[src/imu_cal_pkg.sv]
// Shared types and constants of the IMU offset and noise calibrator.
package imu_cal_pkg;

    localparam int NUM_CH    = 6;
    localparam int NUM_ACC   = 3;
    localparam int CH_W      = 3;
    localparam int FILT_AW   = 2;
    localparam int RAW_W     = 16;
    localparam int COR_W     = 17;
    localparam int NOISE_W   = 16;
    localparam int SUM_W     = 26;
    localparam int PEAK_W    = SUM_W;
    localparam int FILT_W    = SUM_W + 1;
    localparam int CAL_W     = 11;
    localparam int CNT_W     = 10;
    localparam int DIV_STEPS = SUM_W;
    localparam int DIV_CNT_W = 5;
    localparam int S_TDATA_W = 96;
    localparam int M_TDATA_W = 200;

    localparam logic [CAL_W-1:0] CAL_RESET = 11'd100;
    localparam logic [CAL_W-1:0] CAL_MAX   = 11'd1024;

    typedef enum logic [1:0] {
        PH_AVG,
        PH_NOISE,
        PH_RUN
    } phase_t;

    typedef enum logic [2:0] {
        ST_IDLE,
        ST_READ,
        ST_MOD,
        ST_DIV,
        ST_OUT
    } state_t;

    typedef struct packed {
        logic signed [SUM_W-1:0] acc;
        logic [PEAK_W-1:0]       noise;
    } cal_word_t;

    typedef struct packed {
        logic                    start;
        logic signed [SUM_W-1:0] dividend;
        logic [CAL_W-1:0]        divisor;
    } div_req_t;

    typedef struct packed {
        logic                    done;
        logic signed [SUM_W-1:0] quotient;
    } div_rsp_t;

endpackage

[src/imu_cal_ram.sv]
// Generic single-port RAM with registered read.
module imu_cal_ram #(
    parameter int WIDTH = 8,
    parameter int DEPTH = 4,
    localparam int AW = (DEPTH > 1) ? $clog2(DEPTH) : 1
) (
    input  logic             aclk,
    input  logic             we,
    input  logic [AW-1:0]    addr,
    input  logic [WIDTH-1:0] wdata,
    output logic [WIDTH-1:0] rdata
);

    logic [WIDTH-1:0] mem_reg [DEPTH];
    logic [WIDTH-1:0] rdata_reg;

    always_ff @(posedge aclk) begin
        if (we) begin
            mem_reg[addr] <= wdata;
        end
        rdata_reg <= mem_reg[addr];
    end

    assign rdata = rdata_reg;

endmodule

[src/imu_cal_div.sv]
// Bit-serial signed-by-unsigned divider, quotient truncated toward zero.
module imu_cal_div import imu_cal_pkg::*; (
    input  logic     aclk,
    input  logic     aresetn,
    input  div_req_t req,
    output div_rsp_t rsp
);

    logic                 busy_reg, busy_next;
    logic                 done_reg, done_next;
    logic                 neg_reg, neg_next;
    logic [DIV_CNT_W-1:0] cnt_reg, cnt_next;
    logic [SUM_W-1:0]     quo_reg, quo_next;
    logic [CAL_W-1:0]     rem_reg, rem_next;
    logic [CAL_W-1:0]     den_reg, den_next;

    logic [SUM_W-1:0]     mag;
    logic [CAL_W-1:0]     rem_shift;
    logic [CAL_W:0]       trial;

    always_comb begin
        mag       = req.dividend[SUM_W-1] ? (~req.dividend + 1'b1) : req.dividend;
        rem_shift = {rem_reg[CAL_W-2:0], quo_reg[SUM_W-1]};
        trial     = {1'b0, rem_shift} - {1'b0, den_reg};

        busy_next = busy_reg;
        done_next = 1'b0;
        neg_next  = neg_reg;
        cnt_next  = cnt_reg;
        quo_next  = quo_reg;
        rem_next  = rem_reg;
        den_next  = den_reg;

        if (req.start) begin
            busy_next = 1'b1;
            neg_next  = req.dividend[SUM_W-1];
            cnt_next  = '0;
            quo_next  = mag;
            rem_next  = '0;
            den_next  = req.divisor;
        end else if (busy_reg) begin
            if (!trial[CAL_W]) begin
                rem_next = trial[CAL_W-1:0];
                quo_next = {quo_reg[SUM_W-2:0], 1'b1};
            end else begin
                rem_next = rem_shift;
                quo_next = {quo_reg[SUM_W-2:0], 1'b0};
            end
            cnt_next = cnt_reg + 1'b1;
            if (cnt_reg == DIV_CNT_W'(DIV_STEPS - 1)) begin
                busy_next = 1'b0;
                done_next = 1'b1;
            end
        end
    end

    always_ff @(posedge aclk) begin
        if (!aresetn) begin
            busy_reg <= 1'b0;
            done_reg <= 1'b0;
            cnt_reg  <= '0;
        end else begin
            busy_reg <= busy_next;
            done_reg <= done_next;
            cnt_reg  <= cnt_next;
        end
    end

    always_ff @(posedge aclk) begin
        neg_reg <= neg_next;
        quo_reg <= quo_next;
        rem_reg <= rem_next;
        den_reg <= den_next;
    end

    assign rsp.done     = done_reg;
    assign rsp.quotient = neg_reg ? (~quo_reg + 1'b1) : quo_reg;

endmodule

[src/imu_offset_noise_calibrator_core.sv]
// IMU offset and noise calibrator: top level. After reset the first cal_samples
// words are averaged per axis into offsets and the next cal_samples words set the
// per-axis peak deviation; neither phase returns a word. Afterwards every input
// word returns one word with offset-corrected gyro, low-passed accel and the six
// noise peaks. Items are handled one at a time, walking the six channels through a
// read and, while calibrating, a write-back of the calibration RAM; in the run phase
// the result then loads the output register. In the last averaging item each axis
// offset passes through the 26-step bit-serial divider. A finished result waits in
// the output register while the next word is taken; the user must write cal_samples
// only while the block is idle, and the block itself does not enforce this.
module imu_offset_noise_calibrator_core import imu_cal_pkg::*; #(
    parameter int AXES = 6
) (
    input  logic                 aclk,
    input  logic                 aresetn,
    input  logic                 cfg_wr_en,
    input  logic [CAL_W-1:0]     cfg_wr_data,
    input  logic                 s_tvalid,
    output logic                 s_tready,
    // raw_accel_x, raw_accel_y, raw_accel_z, raw_gyro_x, raw_gyro_y, raw_gyro_z
    input  logic [S_TDATA_W-1:0] s_tdata,
    output logic                 m_tvalid,
    input  logic                 m_tready,
    // filt_accel_x/y/z, corr_gyro_x/y/z, noise_accel_x/y/z, noise_gyro_x/y/z, pad
    output logic [M_TDATA_W-1:0] m_tdata
);

    localparam int CAL_AW = (AXES > 1) ? $clog2(AXES) : 1;

    state_t                  state_reg, state_next;
    phase_t                  phase_reg, phase_next;
    logic [CNT_W-1:0]        count_reg, count_next;
    logic [CH_W-1:0]         axis_reg, axis_next;
    logic                    filt_started_reg, filt_started_next;
    logic [CAL_W-1:0]        cal_samples_reg;
    logic                    m_tvalid_reg;
    logic [M_TDATA_W-1:0]    m_tdata_reg;

    logic signed [RAW_W-1:0]   raw_reg [NUM_CH];
    logic signed [COR_W-1:0]   res_filt_reg [NUM_ACC];
    logic signed [COR_W-1:0]   res_gyro_reg [NUM_ACC];
    logic [NOISE_W-1:0]        res_noise_reg [NUM_CH];

    logic                    capture, res_load, out_load, step_done;
    logic                    cal_we, filt_we;
    logic [CAL_AW-1:0]       cal_addr;
    logic [FILT_AW-1:0]      filt_addr;
    cal_word_t               cal_wdata, cal_rd;
    logic signed [FILT_W-1:0] filt_rd;
    div_req_t                div_req;
    div_rsp_t                div_rsp;

    logic [CAL_W-1:0]        n_eff, count_inc;
    logic                    last_item, axis_cal, axis_acc;
    logic signed [RAW_W-1:0] raw_cur;
    logic signed [SUM_W-1:0] off;
    logic signed [SUM_W-1:0] sum_base, sum_new;
    logic signed [FILT_W-1:0] diff, filt_base, fnew;
    logic [FILT_W-1:0]       abs_d;
    logic [PEAK_W-1:0]       noise_cand, noise_base, noise_new;
    logic [NOISE_W-1:0]      noise_out;
    logic [FILT_W:0]         fsum, fadj;
    logic [FILT_AW-1:0]      gyro_idx;
    logic [M_TDATA_W-1:0]    out_word;

    imu_cal_ram #(
        .WIDTH ($bits(cal_word_t)),
        .DEPTH (AXES)
    ) u_cal_ram (
        .aclk  (aclk),
        .we    (cal_we),
        .addr  (cal_addr),
        .wdata (cal_wdata),
        .rdata (cal_rd)
    );

    imu_cal_ram #(
        .WIDTH (FILT_W),
        .DEPTH (NUM_ACC)
    ) u_filt_ram (
        .aclk  (aclk),
        .we    (filt_we),
        .addr  (filt_addr),
        .wdata (fnew),
        .rdata (filt_rd)
    );

    imu_cal_div u_div (
        .aclk    (aclk),
        .aresetn (aresetn),
        .req     (div_req),
        .rsp     (div_rsp)
    );

    // datapath
    always_comb begin
        if (cal_samples_reg == '0) begin
            n_eff = CAL_W'(1);
        end else if (cal_samples_reg > CAL_MAX) begin
            n_eff = CAL_MAX;
        end else begin
            n_eff = cal_samples_reg;
        end
        count_inc = {1'b0, count_reg} + CAL_W'(1);
        last_item = (count_inc >= n_eff);

        axis_cal  = (int'(axis_reg) < AXES);
        axis_acc  = (axis_reg < CH_W'(NUM_ACC));
        cal_addr  = axis_cal ? axis_reg[CAL_AW-1:0] : '0;
        filt_addr = axis_acc ? axis_reg[FILT_AW-1:0] : '0;
        gyro_idx  = FILT_AW'(axis_reg - CH_W'(NUM_ACC));

        raw_cur  = raw_reg[axis_reg];
        sum_base = (count_reg == '0) ? '0 : cal_rd.acc;
        sum_new  = sum_base + {{(SUM_W-RAW_W){raw_cur[RAW_W-1]}}, raw_cur};

        // offset may exceed 16 bits when cal_samples is lowered mid-phase
        off   = axis_cal ? cal_rd.acc : '0;
        diff  = {{(FILT_W-RAW_W){raw_cur[RAW_W-1]}}, raw_cur} - {off[SUM_W-1], off};
        abs_d = diff[FILT_W-1] ? (~diff + 1'b1) : diff;

        noise_cand = abs_d[PEAK_W-1:0];
        noise_base = (count_reg == '0) ? '0 : cal_rd.noise;
        noise_new  = (noise_cand > noise_base) ? noise_cand : noise_base;
        noise_out  = axis_cal ? cal_rd.noise[NOISE_W-1:0] : '0;

        // (prev + corrected) / 2, truncated toward zero
        filt_base = filt_started_reg ? filt_rd : '0;
        fsum      = {filt_base[FILT_W-1], filt_base} + {diff[FILT_W-1], diff};
        fadj      = fsum + {{FILT_W{1'b0}}, fsum[FILT_W]};
        fnew      = fadj[FILT_W:1];

        out_word = '0;
        for (int i = 0; i < NUM_ACC; i++) begin
            out_word[i*COR_W +: COR_W]             = res_filt_reg[i];
            out_word[(NUM_ACC+i)*COR_W +: COR_W]   = res_gyro_reg[i];
        end
        for (int i = 0; i < NUM_CH; i++) begin
            out_word[NUM_CH*COR_W + i*NOISE_W +: NOISE_W] = res_noise_reg[i];
        end
    end

    // sequencer
    always_comb begin
        state_next        = state_reg;
        phase_next        = phase_reg;
        count_next        = count_reg;
        axis_next         = axis_reg;
        filt_started_next = filt_started_reg;
        s_tready          = 1'b0;
        capture           = 1'b0;
        res_load          = 1'b0;
        out_load          = 1'b0;
        step_done         = 1'b0;
        cal_we            = 1'b0;
        filt_we           = 1'b0;
        cal_wdata.acc     = sum_new;
        cal_wdata.noise   = cal_rd.noise;
        div_req.start     = 1'b0;
        div_req.dividend  = sum_new;
        div_req.divisor   = n_eff;

        case (state_reg)
            ST_IDLE: begin
                s_tready = 1'b1;
                if (s_tvalid) begin
                    capture    = 1'b1;
                    axis_next  = '0;
                    state_next = ST_READ;
                end
            end
            ST_READ: begin
                state_next = ST_MOD;
            end
            ST_MOD: begin
                case (phase_reg)
                    PH_AVG: begin
                        if (axis_cal && last_item) begin
                            div_req.start = 1'b1;
                            state_next    = ST_DIV;
                        end else begin
                            cal_we    = axis_cal;
                            step_done = 1'b1;
                        end
                    end
                    PH_NOISE: begin
                        cal_we          = axis_cal;
                        cal_wdata.acc   = cal_rd.acc;
                        cal_wdata.noise = noise_new;
                        step_done       = 1'b1;
                    end
                    PH_RUN: begin
                        filt_we   = axis_acc;
                        res_load  = 1'b1;
                        step_done = 1'b1;
                    end
                    default: begin
                        step_done = 1'b1;
                    end
                endcase
            end
            ST_DIV: begin
                cal_wdata.acc   = div_rsp.quotient;
                cal_wdata.noise = '0;
                if (div_rsp.done) begin
                    cal_we    = 1'b1;
                    step_done = 1'b1;
                end
            end
            ST_OUT: begin
                if (!m_tvalid_reg || m_tready) begin
                    out_load   = 1'b1;
                    state_next = ST_IDLE;
                end
            end
            default: begin
                state_next = ST_IDLE;
            end
        endcase

        if (step_done) begin
            if (axis_reg == CH_W'(NUM_CH - 1)) begin
                axis_next  = '0;
                state_next = ST_IDLE;
                case (phase_reg)
                    PH_AVG: begin
                        if (last_item) begin
                            count_next = '0;
                            phase_next = PH_NOISE;
                        end else begin
                            count_next = count_reg + 1'b1;
                        end
                    end
                    PH_NOISE: begin
                        if (last_item) begin
                            count_next = '0;
                            phase_next = PH_RUN;
                        end else begin
                            count_next = count_reg + 1'b1;
                        end
                    end
                    default: begin
                        filt_started_next = 1'b1;
                        state_next        = ST_OUT;
                    end
                endcase
            end else begin
                axis_next  = axis_reg + 1'b1;
                state_next = ST_READ;
            end
        end
    end

    always_ff @(posedge aclk) begin
        if (!aresetn) begin
            state_reg        <= ST_IDLE;
            phase_reg        <= PH_AVG;
            count_reg        <= '0;
            axis_reg         <= '0;
            filt_started_reg <= 1'b0;
            cal_samples_reg  <= CAL_RESET;
            m_tvalid_reg     <= 1'b0;
        end else begin
            state_reg        <= state_next;
            phase_reg        <= phase_next;
            count_reg        <= count_next;
            axis_reg         <= axis_next;
            filt_started_reg <= filt_started_next;
            if (cfg_wr_en) begin
                cal_samples_reg <= cfg_wr_data;
            end
            if (out_load) begin
                m_tvalid_reg <= 1'b1;
            end else if (m_tready) begin
                m_tvalid_reg <= 1'b0;
            end
        end
    end

    always_ff @(posedge aclk) begin
        if (capture) begin
            for (int i = 0; i < NUM_CH; i++) begin
                raw_reg[i] <= s_tdata[i*RAW_W +: RAW_W];
            end
        end
        if (res_load) begin
            if (axis_acc) begin
                res_filt_reg[axis_reg[FILT_AW-1:0]] <= fnew[COR_W-1:0];
            end else begin
                res_gyro_reg[gyro_idx] <= diff[COR_W-1:0];
            end
            res_noise_reg[axis_reg] <= noise_out;
        end
        if (out_load) begin
            m_tdata_reg <= out_word;
        end
    end

    assign m_tvalid = m_tvalid_reg;
    assign m_tdata  = m_tdata_reg;

endmodule

[config.mk]
export PLATFORM = sky130hd
export DESIGN_NAME = imu_offset_noise_calibrator_core
export DESIGN_NICKNAME = d
export VERILOG_FILES = /design/src/imu_cal_pkg.sv /design/src/imu_cal_ram.sv /design/src/imu_cal_div.sv /design/src/imu_offset_noise_calibrator_core.sv
export SDC_FILE = /design/constraint.sdc
export NUM_CORES = 1
export LEC_CHECK = 0
export ABC_AREA = 1
export BUFFER_PORTS_ARGS = -buffer_cell sky130_fd_sc_hd__buf_2
export CAP_MARGIN = 0
export CORE_UTILIZATION = 38
export CTS_CLUSTER_SIZE = 14
export DETAILED_ROUTE_END_ITERATION = 10
export PLACE_DENSITY = 0.55
export SLEW_MARGIN = 0
export SYNTH_ARGS = -nofsm -noshare
export SYNTH_HDL_FRONTEND = slang
export SYNTH_HIERARCHICAL = 1
export SYNTH_SLANG_ARGS = --single-unit
[constraint.sdc]
create_clock -name aclk -period 26.8 [get_ports aclk]
set_input_delay 2.68 -clock aclk [delete_from_list [all_inputs] [get_ports aclk]]
set_output_delay 2.68 -clock aclk [all_outputs]
set_load 0.02 [all_outputs]
======== Yosys cells after proc, flatten, opt, wreduce, memory -nomap -nowiden ========
Memories as Yosys holds them, arrays and structs flattened. A register that Yosys moved wholly into a read port is not among the register bits.
Index checks and enable logic that the tools add are counted.
storage, ports and cells
  memories ................................ 6
  input bits .............................. 112
  bits in registers ....................... 86
  output and inout bits ................... 202
  memory bits (writable) .................. 687
  logic and storage cells ................. 155
cells by class
  equal/unequal tests ..................... 15
  reduce and logical (&&, ||, !) cells .... 20
  magnitude comparators ................... 5
  add/sub/neg operators ................... 13
  multiplexer cells ....................... 76
  bitwise logic cells ..................... 6
memories
  memory              words  bits a word  read ports  clocked after Yosys merged registers in  wr ports  line                                    text
  u_cal_ram.mem_reg   6      52           1           1                                        1         imu_cal_ram.sv:14                       logic [WIDTH-1:0] mem_reg [DEPTH];
  raw_reg             6      16           1           1                                        6         imu_offset_noise_calibrator_core.sv:39  logic signed [RAW_W-1:0] raw_reg [NUM_CH];
  res_noise_reg       6      16           6           6                                        1         imu_offset_noise_calibrator_core.sv:42  logic [NOISE_W-1:0] res_noise_reg [NUM_CH];
  u_filt_ram.mem_reg  3      27           1           1                                        1         imu_cal_ram.sv:14
  res_filt_reg        3      17           3           3                                        1         imu_offset_noise_calibrator_core.sv:40  logic signed [COR_W-1:0] res_filt_reg [NUM_ACC];
  res_gyro_reg        3      17           3           3                                        1         imu_offset_noise_calibrator_core.sv:41  logic signed [COR_W-1:0] res_gyro_reg [NUM_ACC];
operators by type and width
  cell                                                    count
  two-way mux 26 bit                                      9
  case mux 52 bit (2 select lines)                        1
  adder 26 x 1 -> 26 bit (second input constant)          3
  NOT 26 bit                                              3
  two-way mux 52 bit                                      1
  two-way mux 3 bit                                       14
  two-way mux 1 bit                                       37
  adder 27 x 27 -> 28 bit                                 1
  adder 28 x 1 -> 28 bit                                  1
  two-way mux 27 bit                                      1
  subtractor 16 x 26 -> 27 bit                            1
  adder 26 bit                                            1
  greater-than comparator 26 bit                          1
  two-way mux 11 bit                                      2
  two-way mux 10 bit                                      2
  two-way mux 16 bit                                      1
  case mux 3 bit (5 select lines)                         1
  != test 3 bit (second input constant)                   4
  subtractor 11 x 11 -> 12 bit                            1
  adder 10 x 1 -> 11 bit (second input constant)          1
  greater-or-equal comparator 11 bit                      1
  greater-than comparator 11 bit (second input constant)  1
  zero test 11 bit                                        1
  adder 10 x 1 -> 10 bit (second input constant)          1
  other kinds (28)                                        45

======== Depth between registers and ports, before layout ========
Gate-level depths: netlist (run 1).
  word-level depth ........................ 12
  gate-level depth with buffers ........... 41
  mapped depth without buffers ............ 37

======== Cells and area by module ========
The synthesis (run 1) kept the hierarchy.
by module, submodules not included
  module                            seq. area each (sq um)  cells an instance  area each (sq um)  times used
  imu_offset_noise_calibrator_core  15,454.8                2,633              26,178.9           1
  imu_cal_ram (u_cal_ram)           10,410.0                1,261              14,161.1           1
  imu_cal_div                       1,481.4                 598                4,205.3            1
  imu_cal_ram (u_filt_ram)          2,972.9                 234                3,667.3            1

======== Worst setup path after synthesis (run 1) ========
No wires, ideal clock.
  kind .................................... input to register
  start point ............................. input m_tready
  end point ............................... register m_tdata_reg[0], in the netlist m_tdata[0], read port of res_filt_reg (enable)
  path buffers ............................ 0
  setup time .............................. 0.761 ns
  arrival time ............................ 10.957 ns
  slack ................................... 15.082 ns
  cell stages on the path ................. 2
  required time ........................... 26.039 ns
  cell sequence ........................... nor2_1 -> nor2_1
between the ends
  longest elaborated chain between the ends .. 3
RTL lines
  what               line                                     text
  from (decl)        imu_offset_noise_calibrator_core.sv:23   input logic m_tready,
  logical OR 1 bit   imu_offset_noise_calibrator_core.sv:211  if (!m_tvalid_reg || m_tready) begin
  two-way mux 1 bit  imu_offset_noise_calibrator_core.sv:211
  two-way mux 1 bit  imu_offset_noise_calibrator_core.sv:163  case (state_reg)
  via out_load       imu_offset_noise_calibrator_core.sv:44   logic capture, res_load, out_load, step_done;
  to (decl)          imu_offset_noise_calibrator_core.sv:37   logic [M_TDATA_W-1:0] m_tdata_reg;
The timed path passes the listed nets, and every way through them passes these cells.
A chain may end at the register's enable or synchronous reset.

==> impl_metrics.py, run 1 <==
metrics = {
    "detailed_routing": {
        "wl_per_cell_um": 19.7,
        "ant_nets": 0,
        "dr_total_vias": 33600,
        "drc": 0,
        "first_pass_iters": 6,
        "via_per_inst": 4.95,
        "totalWireLength_mm": 134,
        "drt_iter0_markers": 2794,
    },
    "yosys": {
        "async_flop_share": 0,
        "ys_seq_area_frac": 0.629,
        "synth.distinct_cells": 60,
        "synth_xor_area_frac": 0.0232,
        "syn_area_um2": 48200,
        "synth_fa_ha_area_frac": 0.0364,
        "synth_ff_type": "edfxtp_1",
        "synth_seq_cells": 1053,
        "avgSynthCellArea_um2": 10.2,
        "synthMuxAreaShare": 0,
        "synth_compound_area_frac": 0.0538,
        "synth_cells": 4726,
        "yosys.area_share.simple": 0.189,
        "synth_edf_count": 923,
        "synth_top_family_by_area": "simple AND/OR/NAND/NOR gates",
        "yosysWarnings": 6,
    },
    "clock_tree": {
        "cts_tree": "yes",
        "hold_buffers": 0,
        "clockBufferDepth": 3,
        "clock_latency_ps": 750,
        "clock-sinks": 1053,
        "cts_htree_levels": 3,
        "numCtsBuffers": 109,
        "cts-root-buf": "clkbuf_16",
        "clk_pin_slew_ps": 70,
        "post-cts-setup-buffers": 0,
        "ctsResizeCount": 0,
    },
    "timing": {
        "period_minus_slack_ps": 7650,
        "slew_headroom": 0.136,
        "fin_crit_sh": 0.286,
        "finClkSkew_ps": 62.6,
        "setup_violations": 0,
        "maxSlewViolCount": 0,
        "worst_pin_slew_ps": 1300,
        "grt_setup_unrepaired": "false",
        "hold_viol_final": 0,
        "fin_tns_setup_ps": 0,
        "max_freq_mhz": 131,
    },
    "worst_setup_path": {
        "path_delay_family": "compound AO/OA/AOI/OAI gates",
        "r2r_setup_slack_ps": 19150,
        "path_max_fanout": 32,
        "arrival_ps": 8090,
        "start_kind": "register",
        "required_ps": 27230,
        "cp-end-kind": "register",
        "crit_buf_inv": 4,
        "path_class": "reg2reg",
        "slowest_stage": "o22ai_2",
        "critPathMaxStageDelay_ps": 940,
    },
    "final_layout": {
        "multi_input_area_um2": 14800,
        "syn_to_final_growth_pct": 14.7,
        "design_area_um2": 55300,
        "final_common_cell": "nand2_1",
        "antenna_cells": 0,
        "seqCellArea_um2": 30300,
        "drive_gt1_frac": 0.129,
        "final_nets": 5307,
        "largest_reg_flops": 312,
        "fill_cells": 11900,
        "final_cell_mix": "nand2_1 (1,176), edfxtp_1 (923), inv_1 (671)",
        "final_cells": 6802,
    },
    "pwr": {
        "peakVddDrop_v": 0.0000616,
        "powerDensity_nw_per_um2": 91.6,
        "p_leak_nw": 23.0,
    },
    "grt": {
        "grtUsageMet1": 0.285,
        "met3_usage": 0.0405,
        "grt_max_degree": 92,
        "grt_use_total": 0.207,
        "grt-ovfl-total": 0,
        "top_usage_layer": "met2",
        "antenna_found_initial": 8,
        "grt_pass1_vias": 32300,
        "met2_usage": 0.334,
        "grt_pass1_wl_mm": 199,
    },
    "placed_design": {
        "place_area_um2": 51700,
        "io_buffers": 311,
        "gp_congestion": 0.945,
        "dp.cells": 6596,
        "hpwl_mm": 93.6,
    },
    "floorplanning": {
        "rows": 130,
        "die_x_um": 358,
        "dieArea_um2": 128000,
        "start_util": 0.383,
        "coreArea_um2": 126000,
        "chipHeight_um": 358,
        "io_pins": 314,
    },
    "min_path": {
        "hold_class": "reg2reg",
    },
    "run_status": {
        "status": "completed",
    },
    "flow_run": {
        "max_cap_violations": 0,
    },
}
-- logic make-up after synthesis --
logic type	after synthesis
AOI/OAI and AO/OA	464
xor gates and xnor gates	124
adders and majority gates	138
buffers and inverters	830
DFF	1053
other	1
and+or+nand+nor	2116
-- final timing paths --
kind,to,start,depth (start not counted)
setup / recovery,res_filt_reg[1][13]$_DFFE_PP_,register,28
hold / removal,m_tdata[55]$_DFFE_PP_,res_gyro_reg[0][4]$_DFFE_PP_,0
setup reg to reg,res_filt_reg[1][13]$_DFFE_PP_,register,28
hold reg to reg,m_tdata[55]$_DFFE_PP_,res_gyro_reg[0][4]$_DFFE_PP_,0
-- Yosys cell counts (12+ instances only) --
master	instances	area (µm²)
o211ai_1	12	90.1
nand3_1	392	1960
nand2_1	1176	4410
nand3b_1	14	105
xor2_1	91	797
a32o_1	16	160
nor2_1	346	1300
ha_1	134	1680
nor3_1	39	195
nand4_1	40	250
inv_1	672	2520
inv_2	12	45.0
nand2_2	26	163
clkbuf_1	64	240
buf_4	23	173
nor2_2	17	106
o21ai_0	163	816
edfxtp_1	923	27700
a21oi_1	182	911
o22ai_1	18	113
buf_2	37	185
o21ai_1	18	90.1
a31oi_1	12	75.1
xnor2_1	30	263
dfxtp_1	130	2600
nor4_1	14	87.6
nand3_2	30	300
a211oi_1	12	90.1
-- metrics by stage --
stage	utilization	power [mW]	hold slack, ps	setup WS (ps)
after CTS	0.440	5.09	374	19140
after global routing	0.440	5.34	387	18310
final	0.440	5.07	373	19150
after global placement	0.411	3.55	400	19210
after detailed placement	0.411	3.55	405	19170
after floorplan	-	3.01	400	15080
-- layout make-up --
class                           count  share of cell area
Multi-Input combinational cell   2844               0.267
Tap cell                         1650              0.0373
Timing Repair Buffer              361              0.0349
Clock inverter                     61              0.0131
Sequential cell                  1053               0.548
Clock buffer                      145              0.0530
Inverter                          688              0.0468
-- metal layers --
layer	routed length [µm]	vias to the layer above	share of wire
met4	2760	4	0.021
met1	60400	16100	0.45
met2	61700	961	0.46
met3	9060	160	0.068
li1	-	16400	-
met5	27	-	0.00020
-- power by group --
group | internal (mW) | switching (mW) | leakage, nW
clock network | 0.882 | 0.645 | 1.75
logic | 0.396 | 1.13 | 11.8
registers | 1.97 | 0.0499 | 9.44
total | 3.25 | 1.82 | 23.0
Note: power is estimated with default switching activity, not from simulation.
==> run 2, diff against run 1 <==
--- a/config.mk
+++ b/config.mk
@@ -11,7 +11,7 @@
 export CORE_UTILIZATION = 38
 export CTS_CLUSTER_SIZE = 14
 export DETAILED_ROUTE_END_ITERATION = 10
-export PLACE_DENSITY = 0.55
+export PLACE_DENSITY = 0.57
 export SLEW_MARGIN = 0
 export SYNTH_ARGS = -nofsm -noshare
 export SYNTH_HDL_FRONTEND = slang
==> constraint.sdc (replaced) <==
create_clock -name aclk -period 6.8 [get_ports aclk]
set_input_delay 0.68 -clock aclk [delete_from_list [all_inputs] [get_ports aclk]]
set_output_delay 0.68 -clock aclk [all_outputs]
set_load 0.02 [all_outputs]
==> run 2 against run 1 <==
Against the previous run:
- critical endpoint is now u_filt_ram/mem_reg[1][17]$_DFFE_PP_
- first-iteration DRC count increased by 11%
- critical path depth increased by 7
- setup slack got worse by 19000 ps
- clock-buffer cell count increased by 5
- register-to-register slack got worse by 19000 ps
- utilization increased by 0.41 points
- power increased to 4.0 times the previous value
- critical path type unchanged
- non-clock buffer count increased by 24
- clock skew increased by 4.6 ps
- wire length decreased by 1.7%
==> impl_metrics.py, run 2 (synthesis results as in run 1) <==
metrics = {
    "run_status": {
        "status": "completed",
    },
    "worst_setup_path": {
        "arrival_ps": 6670,
        "slowest_stage": "fa_1",
        "required_ps": 7210,
        "start_kind": "register",
        "cp-end-kind": "register",
        "ff2ff_path_depth": 35,
        "endpoint": "u_filt_ram/mem_reg[1][17]$_DFFE_PP_",
        "path_class": "reg2reg",
        "cpMostUsedCell": "nand2_1",
        "r2r_end": "u_filt_ram/mem_reg[1][17]$_DFFE_PP_",
        "r2r_setup_slack_ps": 540,
        "path_max_fanout": 42,
        "critPathMaxStageDelay_ps": 440,
    },
    "clock_tree": {
        "post-cts-setup-buffers": 0,
        "cts_tree": "yes",
        "clk_pin_slew_ps": 60,
        "clock-sinks": 1053,
        "clock_latency_ps": 750,
        "ctsResizeCount": 0,
        "numCtsBuffers": 112,
        "hold_buffers": 0,
        "cts-root-buf": "clkbuf_16",
        "cts_htree_levels": 3,
        "clockBufferDepth": 3,
    },
    "timing": {
        "setup_violations": 0,
        "grt_setup_unrepaired": "false",
        "hold_viol_final": 0,
        "fin_tns_setup_ps": 0,
        "fin_crit_sh": 0.920,
        "finClkSkew_ps": 67.3,
        "worst_pin_slew_ps": 1070,
        "max_freq_mhz": 160,
        "slew_headroom": 0.286,
        "period_minus_slack_ps": 6260,
        "fin_hold_ws_ps": 106,
        "maxSlewViolCount": 0,
    },
    "floorplanning": {
        "rows": 130,
        "chipHeight_um": 358,
        "start_util": 0.383,
        "coreArea_um2": 126000,
        "dieArea_um2": 128000,
        "io_pins": 314,
        "die_x_um": 358,
    },
    "detailed_routing": {
        "totalWireLength_mm": 132,
        "drc": 0,
        "wl_per_cell_um": 19.3,
        "via_per_inst": 4.98,
        "drt_iter0_markers": 3094,
        "ant_nets": 0,
        "dr_total_vias": 34000,
        "first_pass_iters": 6,
    },
    "flow_run": {
        "max_cap_violations": 0,
    },
    "min_path": {
        "hold_class": "in2reg",
        "min_path_cells": 1,
    },
    "placed_design": {
        "io_buffers": 311,
        "hpwl_mm": 92.3,
        "gp_congestion": 0.987,
        "place_area_um2": 51900,
    },
    "pwr": {
        "peakVddDrop_v": 0.000347,
        "p_leak_nw": 23.2,
        "powerDensity_nw_per_um2": 364,
        "power_mw": 20.3,
    },
    "final_layout": {
        "final_nets": 5334,
        "final_common_cell": "nand2_1",
        "final_cell_mix": "nand2_1 (1,176), edfxtp_1 (923), inv_1 (671)",
        "fill_cells": 11900,
        "antenna_cells": 0,
        "final_core_util": 0.444,
        "drive_gt1_frac": 0.136,
        "syn_to_final_growth_pct": 15.8,
        "largest_reg_flops": 312,
        "design_area_um2": 55800,
    },
    "grt": {
        "antenna_found_initial": 3,
        "grt_pass1_wl_mm": 197,
        "grt_pass1_vias": 32100,
        "grt_max_degree": 157,
        "grt-ovfl-total": 0,
        "grt_use_total": 0.203,
    },
}
[run 2: per-layer routing]
layer,vias to the layer above,global-route usage,part of all wire
met1,16400,0.284,0.45
met4,0,0.0650,0.026
met3,184,0.0278,0.059
met2,1012,0.327,0.46
met5,-,0,0
li1,16500,-,-
[run 2: worst min path at each step]
stage | from | end | slack (ps)
4_1_cts | s_tdata[35] | raw_reg[2][3]$_DFFE_PP_ | 50
2_1_floorplan | res_filt_reg[0][0]$_DFFE_PP_ | m_tdata[0]$_DFFE_PP_ | 400
3_5_place_dp | res_noise_reg[0][1]$_DFFE_PP_ | m_tdata[103]$_DFFE_PP_ | 400
3_3_place_gp | res_noise_reg[1][3]$_DFFE_PP_ | m_tdata[121]$_DFFE_PP_ | 400
5_1_grt | s_tdata[39] | raw_reg[2][7]$_DFFE_PP_ | 70
6_report | s_tdata[35] | raw_reg[2][3]$_DFFE_PP_ | 110
[run 2: cell type report]
class                      instances  area, µm²  share of cell area
clock buffer                     150       3040              0.0544
clock inverter                    62        850              0.0152
inverter                         688       2590              0.0463
multi-input combinational       2844      14800               0.265
sequential                      1053      30300               0.543
tap                             1650       2060              0.0370
timing repair buffer             385       2200              0.0394
[run 2: report_power, final]
part / total [mW] / switching [mW] / internal (mW)
clock network: 6.31 / 2.60 / 3.71
registers: 7.94 / 0.181 / 7.76
logic: 6.08 / 4.43 / 1.64
[run 2: worst max-delay path: cells and delay by family (launching register included)]
family | cells | cell delay (ps)
AO/OA/AOI/OAI | 4 | 810
XOR/XNOR | 2 | 440
adder cells (fa/ha/maj) | 3 | 1010
buffers and inverters | 6 | 880
flip-flops | 1 | 330
AND/OR/NAND/NOR | 20 | 2480
[run 2: stage by stage]
| stage | worst slack [ps] | instances |
|---|---|---|
| 6_report | 545 | 6832 |
| 5_1_grt | 2.84 | 6832 |
| 4_1_cts | 321 | 6832 |
| 3_5_place_dp | 327 | 6620 |
| 3_3_place_gp | 413 | 6620 |
| 2_1_floorplan | 401 | 4727 |
